--- src/hw/rtl/msps_pkg.sv ---
`default_nettype none
// ----------------------------------------------------------------------------
// msps_pkg
// Shared types, codes and helpers of the multi-servo pulse sequencer.
// ----------------------------------------------------------------------------
package msps_pkg;

  localparam int CH_W     = 3;
  localparam int US_W     = 12;
  localparam int TICK_W   = 7;
  localparam int PRE_W    = 6;
  localparam int MAX_CHANNELS = 1 << CH_W;

  localparam logic [US_W-1:0]   STARTUP_DELAY_US = 12'd100;
  localparam logic [TICK_W-1:0] TICKS_PER_US_RST = 7'd16;
  localparam logic [US_W-1:0]   SLOT_US_RST      = 12'd2500;

  // input word opcodes
  localparam logic OP_TICK  = 1'b0;
  localparam logic OP_WRITE = 1'b1;

  // configuration register indexes
  localparam logic REG_TICKS_PER_US = 1'b0;
  localparam logic REG_SLOT_US      = 1'b1;

  typedef struct packed {
    logic            pending;
    logic [CH_W-1:0] ch;
    logic [US_W-1:0] pos;
  } tb_state_t;

  function automatic logic [TICK_W-1:0] eff_ticks(input logic [TICK_W-1:0] tpu);
    logic [TICK_W-1:0] t;
    begin
      t = tpu;
      if (tpu == '0) t = 7'd1;
      else if (tpu > 7'd64) t = 7'd64;
      return t;
    end
  endfunction

  function automatic logic [US_W-1:0] eff_slot(input logic [US_W-1:0] slot);
    return (slot < 12'd2) ? 12'd2 : slot;
  endfunction

  // limit a width so the pin falls inside its slot
  function automatic logic [US_W-1:0] clamp_width(input logic [US_W-1:0] w,
                                                 input logic [US_W-1:0] slot);
    logic [US_W-1:0] lim;
    begin
      lim = eff_slot(slot) - 12'd1;
      return (w > lim) ? lim : w;
    end
  endfunction

endpackage
`default_nettype wire

--- src/hw/rtl/msps_timebase.sv ---
`default_nettype none
// ----------------------------------------------------------------------------
// msps_timebase
// Prescaler, slot position, active channel and startup delay counters.
// ----------------------------------------------------------------------------
module msps_timebase import msps_pkg::*; #(
  parameter int NUM_CHANNELS = 8
) (
  input  wire logic              clk,
  input  wire logic              rst,
  input  wire logic              advance,
  input  wire logic              tick,
  input  wire logic [TICK_W-1:0] ticks_per_us,
  input  wire logic [US_W-1:0]   slot_us,
  output tb_state_t              state_next
);

  logic [PRE_W-1:0] prescale, prescale_next;
  tb_state_t        state;
  logic [PRE_W-1:0] pc_inc;
  logic             us_done;
  logic [US_W-1:0]  pos_inc;
  logic [CH_W:0]    ch_inc;

  always_comb begin
    pc_inc        = prescale + 6'd1;
    us_done       = ({1'b0, pc_inc} >= eff_ticks(ticks_per_us)) || (pc_inc == '0);
    pos_inc       = state.pos + 12'd1;
    ch_inc        = {1'b0, state.ch} + 4'd1;
    prescale_next = prescale;
    state_next    = state;
    if (tick) begin
      prescale_next = us_done ? '0 : pc_inc;
      if (us_done) begin
        if (state.pending) begin
          if (pos_inc >= STARTUP_DELAY_US) begin
            state_next = '{pending: 1'b0, ch: '0, pos: '0};
          end else begin
            state_next.pos = pos_inc;
          end
        end else if (pos_inc >= eff_slot(slot_us) || pos_inc == '0) begin
          state_next.pos = '0;
          state_next.ch  = (ch_inc >= (CH_W+1)'(NUM_CHANNELS)) ? '0 : ch_inc[CH_W-1:0];
        end else begin
          state_next.pos = pos_inc;
        end
      end
    end
  end

  always_ff @(posedge clk) begin
    if (rst) begin
      prescale <= '0;
      state    <= '{pending: 1'b1, ch: '0, pos: '0};
    end else if (advance) begin
      prescale <= prescale_next;
      state    <= state_next;
    end
  end

endmodule
`default_nettype wire

--- src/hw/rtl/msps_width_mem.sv ---
`default_nettype none
// ----------------------------------------------------------------------------
// msps_width_mem
// Pulse width store: registered read, write-through forwarding, and valid
// bits so unwritten entries read as their power-on width.
// ----------------------------------------------------------------------------
module msps_width_mem import msps_pkg::*; #(
  parameter int NUM_CHANNELS = 8,
  parameter int WIDTH_MID_US = 1500,
  parameter int WIDTH_MIN_US = 1000,
  parameter int WIDTH_MAX_US = 2000
) (
  input  wire logic            clk,
  input  wire logic            rst,
  input  wire logic            rd_en,
  input  wire logic [CH_W-1:0] rd_addr,
  input  wire logic            wr_en,
  input  wire logic [CH_W-1:0] wr_addr,
  input  wire logic [US_W-1:0] wr_data,
  output logic      [US_W-1:0] rd_data
);

  logic [US_W-1:0]         mem [MAX_CHANNELS];
  logic [MAX_CHANNELS-1:0] vld;
  logic [US_W-1:0]         mem_q;
  logic [US_W-1:0]         fwd_data_q;
  logic                    fwd_q;
  logic                    vld_q;
  logic [CH_W-1:0]         addr_q;

  function automatic logic [US_W-1:0] reset_width(input logic [CH_W-1:0] ch);
    logic [US_W-1:0] w;
    begin
      w = US_W'(WIDTH_MID_US);
      if (NUM_CHANNELS > 2 && ch == 3'd2) w = US_W'(WIDTH_MIN_US);
      if ({1'b0, ch} == (CH_W+1)'(NUM_CHANNELS - 1)) w = US_W'(WIDTH_MAX_US);
      return w;
    end
  endfunction

  always_ff @(posedge clk) begin
    if (wr_en) begin
      mem[wr_addr] <= wr_data;
    end
    if (rd_en) begin
      mem_q      <= mem[rd_addr];
      vld_q      <= vld[rd_addr];
      fwd_q      <= wr_en && (wr_addr == rd_addr);
      fwd_data_q <= wr_data;
      addr_q     <= rd_addr;
    end
  end

  always_ff @(posedge clk) begin
    if (rst) begin
      vld <= '0;
    end else if (wr_en) begin
      vld[wr_addr] <= 1'b1;
    end
  end

  // take a same-cycle write first, then the stored word, else the default
  always_comb begin
    if (fwd_q)      rd_data = fwd_data_q;
    else if (vld_q) rd_data = mem_q;
    else            rd_data = reset_width(addr_q);
  end

endmodule
`default_nettype wire

--- src/hw/rtl/multi_servo_pulse_sequencer_unit.sv ---
`default_nettype none
// ----------------------------------------------------------------------------
// multi_servo_pulse_sequencer_unit
// Time-slotted servo pulse generator for up to eight channels.
// ----------------------------------------------------------------------------
// Usage:
//   Input channel (in_valid/in_ready): each word is either one timer tick
//   (opcode OP_TICK) or a pulse width write (OP_WRITE, channel, width_us).
//   Every input word yields exactly one output word (pins, active_channel)
//   on the out_valid/out_ready channel, showing pin levels after that word.
//   Config channel (cfg_valid/cfg_ready, always ready): index 0 sets
//   ticks_per_us, index 1 sets slot_us. Write it only while the unit is idle.
// Timing:
//   One word accepted per cycle while the output is taken. On acceptance the
//   counters update and the width store is read into the stage 1 registers;
//   when the output register is free, it registers the pin compare. Width
//   store reads are registered; a write to the channel being read in the same
//   cycle is forwarded, so back-to-back words never stall on the width store.
// Reset:
//   Synchronous rst restores register defaults, puts all widths at their
//   power-on values (valid bits, no clearing pass) and starts the 100 us
//   startup delay with all pins low before channel 0's first slot.
// Stall:
//   With out_ready low the output and one internal stage fill, then in_ready
//   drops until the receiver takes a word.
// ----------------------------------------------------------------------------
module multi_servo_pulse_sequencer_unit import msps_pkg::*; #(
  parameter int NUM_CHANNELS = 8,
  parameter int WIDTH_MID_US = 1500,
  parameter int WIDTH_MIN_US = 1000,
  parameter int WIDTH_MAX_US = 2000
) (
  input  wire logic            clk,
  input  wire logic            rst,
  input  wire logic            in_valid,
  output logic                 in_ready,
  input  wire logic            opcode,
  input  wire logic [CH_W-1:0] channel,
  input  wire logic [US_W-1:0] width_us,
  output logic                 out_valid,
  input  wire logic            out_ready,
  output logic [MAX_CHANNELS-1:0] pins,
  output logic [CH_W-1:0]      active_channel,
  input  wire logic            cfg_valid,
  output logic                 cfg_ready,
  input  wire logic            cfg_index,
  input  wire logic [US_W-1:0] cfg_data
);

  logic [TICK_W-1:0] ticks_per_us;
  logic [US_W-1:0]   slot_us;

  logic              accept;
  logic              wr_en;
  logic [US_W-1:0]   wr_width;
  tb_state_t         tb_next;

  logic              s1_valid;
  tb_state_t         s1_state;
  logic [US_W-1:0]   s1_width;
  logic [US_W-1:0]   s1_limit;
  logic [MAX_CHANNELS-1:0] s1_pins;
  logic              out_load;

  // ---------------------------------------------------------------- config
  assign cfg_ready = 1'b1;

  always_ff @(posedge clk) begin
    if (rst) begin
      ticks_per_us <= TICKS_PER_US_RST;
      slot_us      <= SLOT_US_RST;
    end else if (cfg_valid && cfg_ready) begin
      unique case (cfg_index)
        REG_TICKS_PER_US: ticks_per_us <= cfg_data[TICK_W-1:0];
        REG_SLOT_US:      slot_us      <= cfg_data;
        default:          ;
      endcase
    end
  end

  // ---------------------------------------------------------------- flow
  // stage 1 moves to the output register whenever that register is free
  assign out_load = s1_valid && (!out_valid || out_ready);
  assign in_ready = !s1_valid || out_load;
  assign accept   = in_valid && in_ready;

  // drop writes to channels beyond the configured count; clamp the rest
  assign wr_en    = accept && (opcode == OP_WRITE)
                    && ({1'b0, channel} < (CH_W+1)'(NUM_CHANNELS));
  assign wr_width = clamp_width(width_us, slot_us);

  // ---------------------------------------------------------------- stage 0
  msps_timebase #(
    .NUM_CHANNELS (NUM_CHANNELS)
  ) u_timebase (
    .clk          (clk),
    .rst          (rst),
    .advance      (accept),
    .tick         (opcode == OP_TICK),
    .ticks_per_us (ticks_per_us),
    .slot_us      (slot_us),
    .state_next   (tb_next)
  );

  // read the width of the channel active after this word
  msps_width_mem #(
    .NUM_CHANNELS (NUM_CHANNELS),
    .WIDTH_MID_US (WIDTH_MID_US),
    .WIDTH_MIN_US (WIDTH_MIN_US),
    .WIDTH_MAX_US (WIDTH_MAX_US)
  ) u_width_mem (
    .clk     (clk),
    .rst     (rst),
    .rd_en   (accept),
    .rd_addr (tb_next.ch),
    .wr_en   (wr_en),
    .wr_addr (channel),
    .wr_data (wr_width),
    .rd_data (s1_width)
  );

  always_ff @(posedge clk) begin
    if (rst) begin
      s1_valid <= 1'b0;
    end else if (accept) begin
      s1_valid <= 1'b1;
    end else if (out_load) begin
      s1_valid <= 1'b0;
    end
  end

  always_ff @(posedge clk) begin
    if (accept) begin
      s1_state <= tb_next;
    end
  end

  // ---------------------------------------------------------------- stage 1
  // outside the startup delay, hold the pin high while the slot position is below the clamped width
  always_comb begin
    s1_limit = clamp_width(s1_width, slot_us);
    s1_pins  = '0;
    if (!s1_state.pending && s1_state.pos < s1_limit) begin
      s1_pins = MAX_CHANNELS'(1) << s1_state.ch;
    end
  end

  // ---------------------------------------------------------------- output
  always_ff @(posedge clk) begin
    if (rst) begin
      out_valid <= 1'b0;
    end else if (out_load) begin
      out_valid <= 1'b1;
    end else if (out_ready) begin
      out_valid <= 1'b0;
    end
  end

  always_ff @(posedge clk) begin
    if (out_load) begin
      pins           <= s1_pins;
      active_channel <= s1_state.ch;
    end
  end

  // ---------------------------------------------------------------- checks
  a_accept_fills_stage: assert property (@(posedge clk) disable iff (rst)
    accept |=> s1_valid)
    else $error("accepted word did not reach stage 1");

  a_full_blocks_input: assert property (@(posedge clk) disable iff (rst)
    (s1_valid && out_valid && !out_ready) |-> !in_ready)
    else $error("input accepted while both stages are held");

  a_startup_bound: assert property (@(posedge clk) disable iff (rst)
    (s1_valid && s1_state.pending) |-> (s1_state.pos < STARTUP_DELAY_US))
    else $error("startup delay overran");

  a_channel_bound: assert property (@(posedge clk) disable iff (rst)
    s1_valid |-> ({1'b0, s1_state.ch} < (CH_W+1)'(NUM_CHANNELS)))
    else $error("active channel beyond channel count");

  a_one_pin: assert property (@(posedge clk) disable iff (rst)
    s1_valid |-> $onehot0(s1_pins))
    else $error("more than one pin driven high");

endmodule
`default_nettype wire

--- config.mk ---
export PLATFORM = sky130hd
export DESIGN_NAME = multi_servo_pulse_sequencer_unit
export DESIGN_NICKNAME = d
export VERILOG_FILES = /design/src/hw/rtl/msps_pkg.sv /design/src/hw/rtl/msps_timebase.sv /design/src/hw/rtl/msps_width_mem.sv /design/src/hw/rtl/multi_servo_pulse_sequencer_unit.sv
export SDC_FILE = /design/constraint.sdc
export NUM_CORES = 1
export LEC_CHECK = 0
export BUFFER_PORTS_ARGS = -buffer_cell sky130_fd_sc_hd__buf_4
export CAP_MARGIN = 0
export CORE_MARGIN = 10
export CORE_UTILIZATION = 30
export DETAILED_ROUTE_END_ITERATION = 16
export GPL_TIMING_DRIVEN = 0
export SLEW_MARGIN = 30
export SYNTH_ARGS = -nofsm -noshare
export SYNTH_HDL_FRONTEND = slang
export SYNTH_HIERARCHICAL = 1
export SYNTH_SLANG_ARGS = --single-unit
--- constraint.sdc ---
create_clock -name clk -period 12.4 [get_ports clk]
set_input_delay 1.86 -clock clk [delete_from_list [all_inputs] [get_ports clk]]
set_output_delay 1.86 -clock clk [all_outputs]
set_load 0.05 [all_outputs]
==> reports/metrics.cfg, run 1 <==
[run_status]
outcome = completed

[timing]
fin_crit_ps = 7880
timing.final.crit_share = 0.636
tightest_slew_ps = 859
fmax_mhz = 127
finalSetupTns_ps = 0
timing.slew.headroom = 0.428
rsz0062_at_grt = no
holdWs_ps = 460
clock_skew_ps = 21.3
drv_slew = 0
hold_viol = 0
finalSetupViolations = 0

[final_layout]
layout.nets = 1123
final_cells = 1518
final_core_util = 0.351
multi_input_area_um2 = 5210
area_delta_synth_final_pct = 15.7
fillers = 3647
diodes = 0
regArea_um2 = 5590
drive_gt1_frac = 0.152

[drt]
drt-pass1-iter-count = 5
ant_nets = 0
routed_wl_mm = 27.5
routedWlPerCell_um = 18.1
vias = 7793
drt_iter0_markers = 594
viasPerCell = 5.13
drc = 0

[place]
dpl.cell_count = 1478
dp_hpwl_mm = 20.2
port_buffers = 46
gp_congestion = 0.895

[clocking]
cts_root_buffer = clkbuf_16
cts_tree = yes
clk_pin_slew_ps = 60
clock_latency_ps = 520
cts_setup_buffers = 0
cts_hold_buf = 0
cts_resized = 0
cts_max_level = 1
clockBufferDepth = 3
cts_made_buffers = 23
clock-sinks = 203

[synth]
synth_flop_cell = edfxtp_1
netlist.area_leader.share = 0.411
synth.mux.area_fraction = 0.0886
synthDistinctLibCells = 93
syn_avg_cell_area_um2 = 11.6
netlist_instances = 957
ys.warnings.count = 6
ys_ff_latch = 203
yosysMostFrequentCell = edfxtp_1
yosysSeqAreaShare = 0.503
yosys.area_share.xor_xnor = 0.0209
synth-simple-area-share = 0.176
synth_compound_area_frac = 0.116
yosysTopAreaCell = edfxtp_1
synth_top_family_by_area = simple AND/OR/NAND/NOR gates
synthesis.nets = 1045
synth.area.top_cells = edfxtp_1 41%, dfxtp_1 9.2%, mux4_1 6.1%
netlist_area_um2 = 11100
synth_edf_count = 152
netlist_top_cells_count = 152 x edfxtp_1, 103 x nand2_1, 54 x ha_1
ys_async_sr_fraction = 0
synth_fa_ha_area_frac = 0.0608

[power]
p_total_w = 0.00163
powerDensity_nw_per_um2 = 127
leakage_nw = 4.76
vdd_drop_max_v = 0.0000790

[global_routing]
grt_pass1_vias = 7591
antenna_found_initial = 0
grt_pass1_wl_mm = 43.2
overflow = 0
grt_max_degree = 50
gr-usage-all-layers = 0.120

[die]
dieHeight_um = 212
initial_core_util = 0.303
core_area_um2 = 36600
core.rowCount = 70
ioPinCount = 48
fp.dieW_um = 212
die_area_um2 = 45100

[worst_setup_path]
worst_ep_required_time_ps = 12740
crit_type = reg2reg
critPathMaxStageDelay_ps = 650
cpMostUsedCell = a21o_1
cp_max_fo = 10
cp_slowest_cell = o31ai_2
critPathLaunchType = flop
critPathCaptureType = flop
cp.arrival_ps = 8220

[run]
maxCapViolCount = 0

[min_path]
hold_class = reg2reg

where the power goes:
part	total [W]	leakage, nW	switching, W	internal, W
clock	0.000643	0.342	0.000263	0.000380
sequential	0.000780	1.83	0.0000117	0.000768
combinational	0.000206	2.59	0.000133	0.0000731
worst max-delay path, delay by kind of cell (launching register included):
family,cells,cell delay [ps]
simple gates,10,2510
flops,1,400
xor+xnor,1,450
compound gates,10,2350
buf+inv,5,1000
fa+ha+maj,3,970
state kept, by name (all words and copies together), names as in the netlist:
signal / flops
u_width_mem/mem: 96
u_width_mem/vld: 8
out_valid: 1
ticks_per_us: 7
u_width_mem/addr_q: 3
s1_state: 16
u_timebase/state: 16
u_timebase/prescale: 6
u_width_mem/mem_q: 12
slot_us: 12
u_width_mem/fwd_data_q: 12
u_width_mem/fwd_q: 1
pins: 8
s1_valid: 1
u_width_mem/vld_q: 1
active_channel: 3
per-layer routing:
metal | wire [µm] | vias up | global-route usage
li1 | - | 3822 | -
met1 | 13000 | 3727 | 0.164
met2 | 12400 | 206 | 0.192
met3 | 1380 | 38 | 0.0188
met4 | 682 | 0 | 0.0372
met5 | 0 | - | 0
through the flow:
step                      setup slack (ps)  area, µm²
after global routing                  3960      12900
final                                 4520      12900
after detailed placement              4580      12200
after CTS                             4560      12900
after floorplan                       5750      11100
after global placement                4230      12000
worst paths after layout:
check	end	startpoint	cells after the start	slack [ps]
setup / recovery	pins[3]$_SDFFCE_PP0P_	slot_us[5]$_SDFFE_PP0P_	29	4520
hold / removal	u_width_mem/vld[5]$_SDFFE_PP0P_	u_width_mem/vld[5]$_SDFFE_PP0P_	2	460
setup reg to reg	pins[3]$_SDFFCE_PP0P_	slot_us[5]$_SDFFE_PP0P_	29	4520
hold reg to reg	u_width_mem/vld[5]$_SDFFE_PP0P_	u_width_mem/vld[5]$_SDFFE_PP0P_	2	460
kinds of logic (layout without fill, tap and decap cells):
family	count (synthesis)	in the layout
AOI/OAI and AO/OA	185	185
xor gates and xnor gates	25	25
adders and majority gates	54	54
buffers and inverters	83	176
DFF	203	203
muxes	54	54
other	1	1
and+or+nand+nor	352	352
cell usage in the layout (no fill, tap or decap), types with 5 or more instances in the layout:
cell type	instances
o31ai_1	10
nor2b_1	11
ha_1	54
o21ai_2	5
edfxtp_1	152
xor2_1	13
nor4_1	8
o21ai_0	40
nand2b_1	14
o211ai_1	7
inv_1	36
mux2i_1	14
a21o_1	12
nor3_1	23
buf_2	11
a221oi_1	7
nor2_1	50
dfxtp_1	51
clkinv_1	8
xnor2_1	11
buf_4	54
and2_1	12
mux4_1	26
nand4_1	9
nand2_1	103
a31oi_1	9
buf_6	6
or4_1	5
a211o_1	6
clkbuf_16	23
clkbuf_1	29
and3_1	13
mux2_2	13
nand3_1	34
nand4b_1	7
a21oi_1	37
nand3b_1	12
nor3b_1	10
area by class of cell:
type                    count  share of cell area
inverters                  36              0.0105
repair buffers             53              0.0306
clock buffers              27              0.0459
well taps                 468              0.0455
plain buffers              47              0.0190
flip-flops and latches    203               0.434
clock inverters            13             0.00876
multi-input cells         671               0.405
(Power assumes the default switching activity.)
==> run 2, diff against run 1 <==
- clock period: 12.4 -> 7.6 ns (I/O delays scaled with it)
==> run 2 against run 1 <==
Die area did not move. Non-clock buffer count rose by 3. Clock-buffer cell count unchanged. Sequential power is 63% higher. Clock power grew 63%. Combinational power increased by 65%. Hold slack barely moved. Cell count up 0.20%. Clock skew down 1.3 ps. Flip-flop and latch count is the same. Sequential share of layout area shrank 0.16 points.
==> reports/metrics.cfg, run 2 (same netlist as run 1, synthesis figures left out) <==
[global_routing]
grt_max_degree = 50  ; unchanged
antenna_found_initial = 0  ; unchanged
gr-usage-all-layers = 0.121  ; +0.000157
grt_pass1_vias = 7599  ; +0.11%
grt_pass1_wl_mm = 43.2  ; about the same
overflow = 0  ; unchanged

[die]
fp.dieW_um = 212  ; unchanged
dieHeight_um = 212  ; unchanged
die_area_um2 = 45100  ; unchanged
core_area_um2 = 36600  ; unchanged
initial_core_util = 0.303  ; unchanged
core.rowCount = 70  ; unchanged
ioPinCount = 48  ; unchanged

[timing]
holdWs_ps = 460  ; -0.155 ps
timing.slew.headroom = 0.405  ; -0.0223
timing.final.crit_share = 0.942  ; +0.306
hold_viol = 0  ; unchanged
fin_crit_ps = 7160  ; -723 ps
fmax_mhz = 140  ; +10%
drv_slew = 0  ; unchanged
finalSetupViolations = 0  ; unchanged
clock_skew_ps = 19.9  ; -1.35 ps
tightest_slew_ps = 886  ; +27.1 ps

[worst_setup_path]
cp_max_fo = 10  ; unchanged
worst_ep_required_time_ps = 7930  ; -4810 ps
r2r_cells = 29  ; unchanged
critPathLaunchType = flop
critPathCaptureType = flop
cp.arrival_ps = 7490  ; -730 ps
cpMostUsedCell = a21o_1
critPathMaxStageDelay_ps = 540  ; -110 ps
crit_type = reg2reg
cp_slowest_cell = or4_1

[drt]
viasPerCell = 5.12  ; -0.25%
ant_nets = 0  ; unchanged
routedWlPerCell_um = 18.1  ; about the same
vias = 7789  ; -0.051%
drt-pass1-iter-count = 6  ; +1
drt_iter0_markers = 551  ; -7.2%
routed_wl_mm = 27.6  ; +0.20%
drc = 0  ; unchanged

[final_layout]
final_cell_mix = 152 x edfxtp_1, 103 x nand2_1, 57 x buf_4, 54 x ha_1, 51 x dfxtp_1
final_core_util = 0.352  ; +0.00130
drive_gt1_frac = 0.157  ; +0.00431
regMostFlops = u_width_mem/mem
largest_reg_flops = 96  ; unchanged
mostFrequentLayoutCell = edfxtp_1
layout.nets = 1126  ; +0.27%
reg.largest.list = u_width_mem/mem x96, s1_state x16, u_timebase/state x16
area_delta_synth_final_pct = 16.1
diodes = 0  ; unchanged

[clocking]
cts_made_buffers = 23  ; unchanged
clockBufferDepth = 3  ; unchanged
cts_max_level = 1  ; unchanged
cts_hold_buf = 0  ; unchanged
cts_root_buffer = clkbuf_16
clk_pin_slew_ps = 60  ; about the same
clock_latency_ps = 520  ; about the same
cts_tree = yes
clock-sinks = 203  ; unchanged

[run]
maxCapViolCount = 0  ; unchanged

[power]
p_total_w = 0.00266  ; +63%
vdd_drop_max_v = 0.000129  ; +63%
leakage_nw = 4.78  ; +0.39%
powerDensity_nw_per_um2 = 206  ; +63%

[place]
dp_hpwl_mm = 20.2  ; unchanged
port_buffers = 46  ; unchanged
gp_congestion = 0.895  ; unchanged

[min_path]
hold_depth = 2  ; unchanged
hold_class = reg2reg

[run_status]
outcome = completed

-- run 2: per-stage QoR --
step	area, µm²	setup TNS [ps]	setup WS [ps]	instances
2_1_floorplan	11100	0	951	957
3_3_place_gp	12000	-4420	-572	1471
3_5_place_dp	12200	-1540	-215	1478
4_1_cts	12900	0	236	1520
5_1_grt	12900	-48.6	-37.4	1521
6_report	12900	0	441	1521
-- run 2: routing by layer --
| layer | vias to the layer above | global-route usage | share of wire | routed length (µm) |
|---|---|---|---|---|
| met4 | 0 | 0.0372 | 0.024 | 662 |
| met5 | - | 0 | 0 | 0 |
| met2 | 188 | 0.193 | 0.45 | 12500 |
| met3 | 37 | 0.0188 | 0.048 | 1330 |
| li1 | 3824 | - | - | - |
| met1 | 3740 | 0.164 | 0.47 | 13100 |
-- run 2: power by group --
| group | internal [W] | total [W] | switching [W] |
|---|---|---|---|
| Sequential | 0.00125 | 0.00127 | 0.0000194 |
| Clock | 0.000619 | 0.00105 | 0.000428 |
| Combinational | 0.000121 | 0.000339 | 0.000218 |
| Total | 0.00199 | 0.00266 | 0.000665 |
-- run 2: cell type report --
| cell class | count | area [µm²] |
|---|---|---|
| Buffer | 47 | 246 |
| Clock buffer | 27 | 591 |
| Clock inverter | 13 | 113 |
| Fill cell | 3642 | 23700 |
| Inverter | 36 | 135 |
| Multi-Input combinational cell | 671 | 5230 |
| Sequential cell | 203 | 5590 |
| Tap cell | 468 | 586 |
| Timing Repair Buffer | 56 | 415 |
-- run 2: worst paths after layout --
check	startpoint	to	slack (ps)
max	slot_us[5]$_SDFFE_PP0P_	pins[3]$_SDFFCE_PP0P_	440
min	u_width_mem/vld[5]$_SDFFE_PP0P_	u_width_mem/vld[5]$_SDFFE_PP0P_	460
max reg2reg	slot_us[5]$_SDFFE_PP0P_	pins[3]$_SDFFCE_PP0P_	440
min reg2reg	u_width_mem/vld[5]$_SDFFE_PP0P_	u_width_mem/vld[5]$_SDFFE_PP0P_	460
-- run 2: worst max-delay path, delay by kind of cell, from the launching register on --
| family | cells | cell delay, ps |
|---|---|---|
| buf+inv | 5 | 960 |
| simple gates | 10 | 2470 |
| fa+ha+maj | 3 | 870 |
| flops | 1 | 410 |
| xor+xnor | 1 | 260 |
| compound gates | 10 | 2010 |
-- run 2: timing repair --
action                                 CTS  global route
setup buffers                            2             1
gates resized for setup                  1             3
setup endpoints to repair                8             8
pin swaps                                1             2
endpoints found under the hold margin    0             0
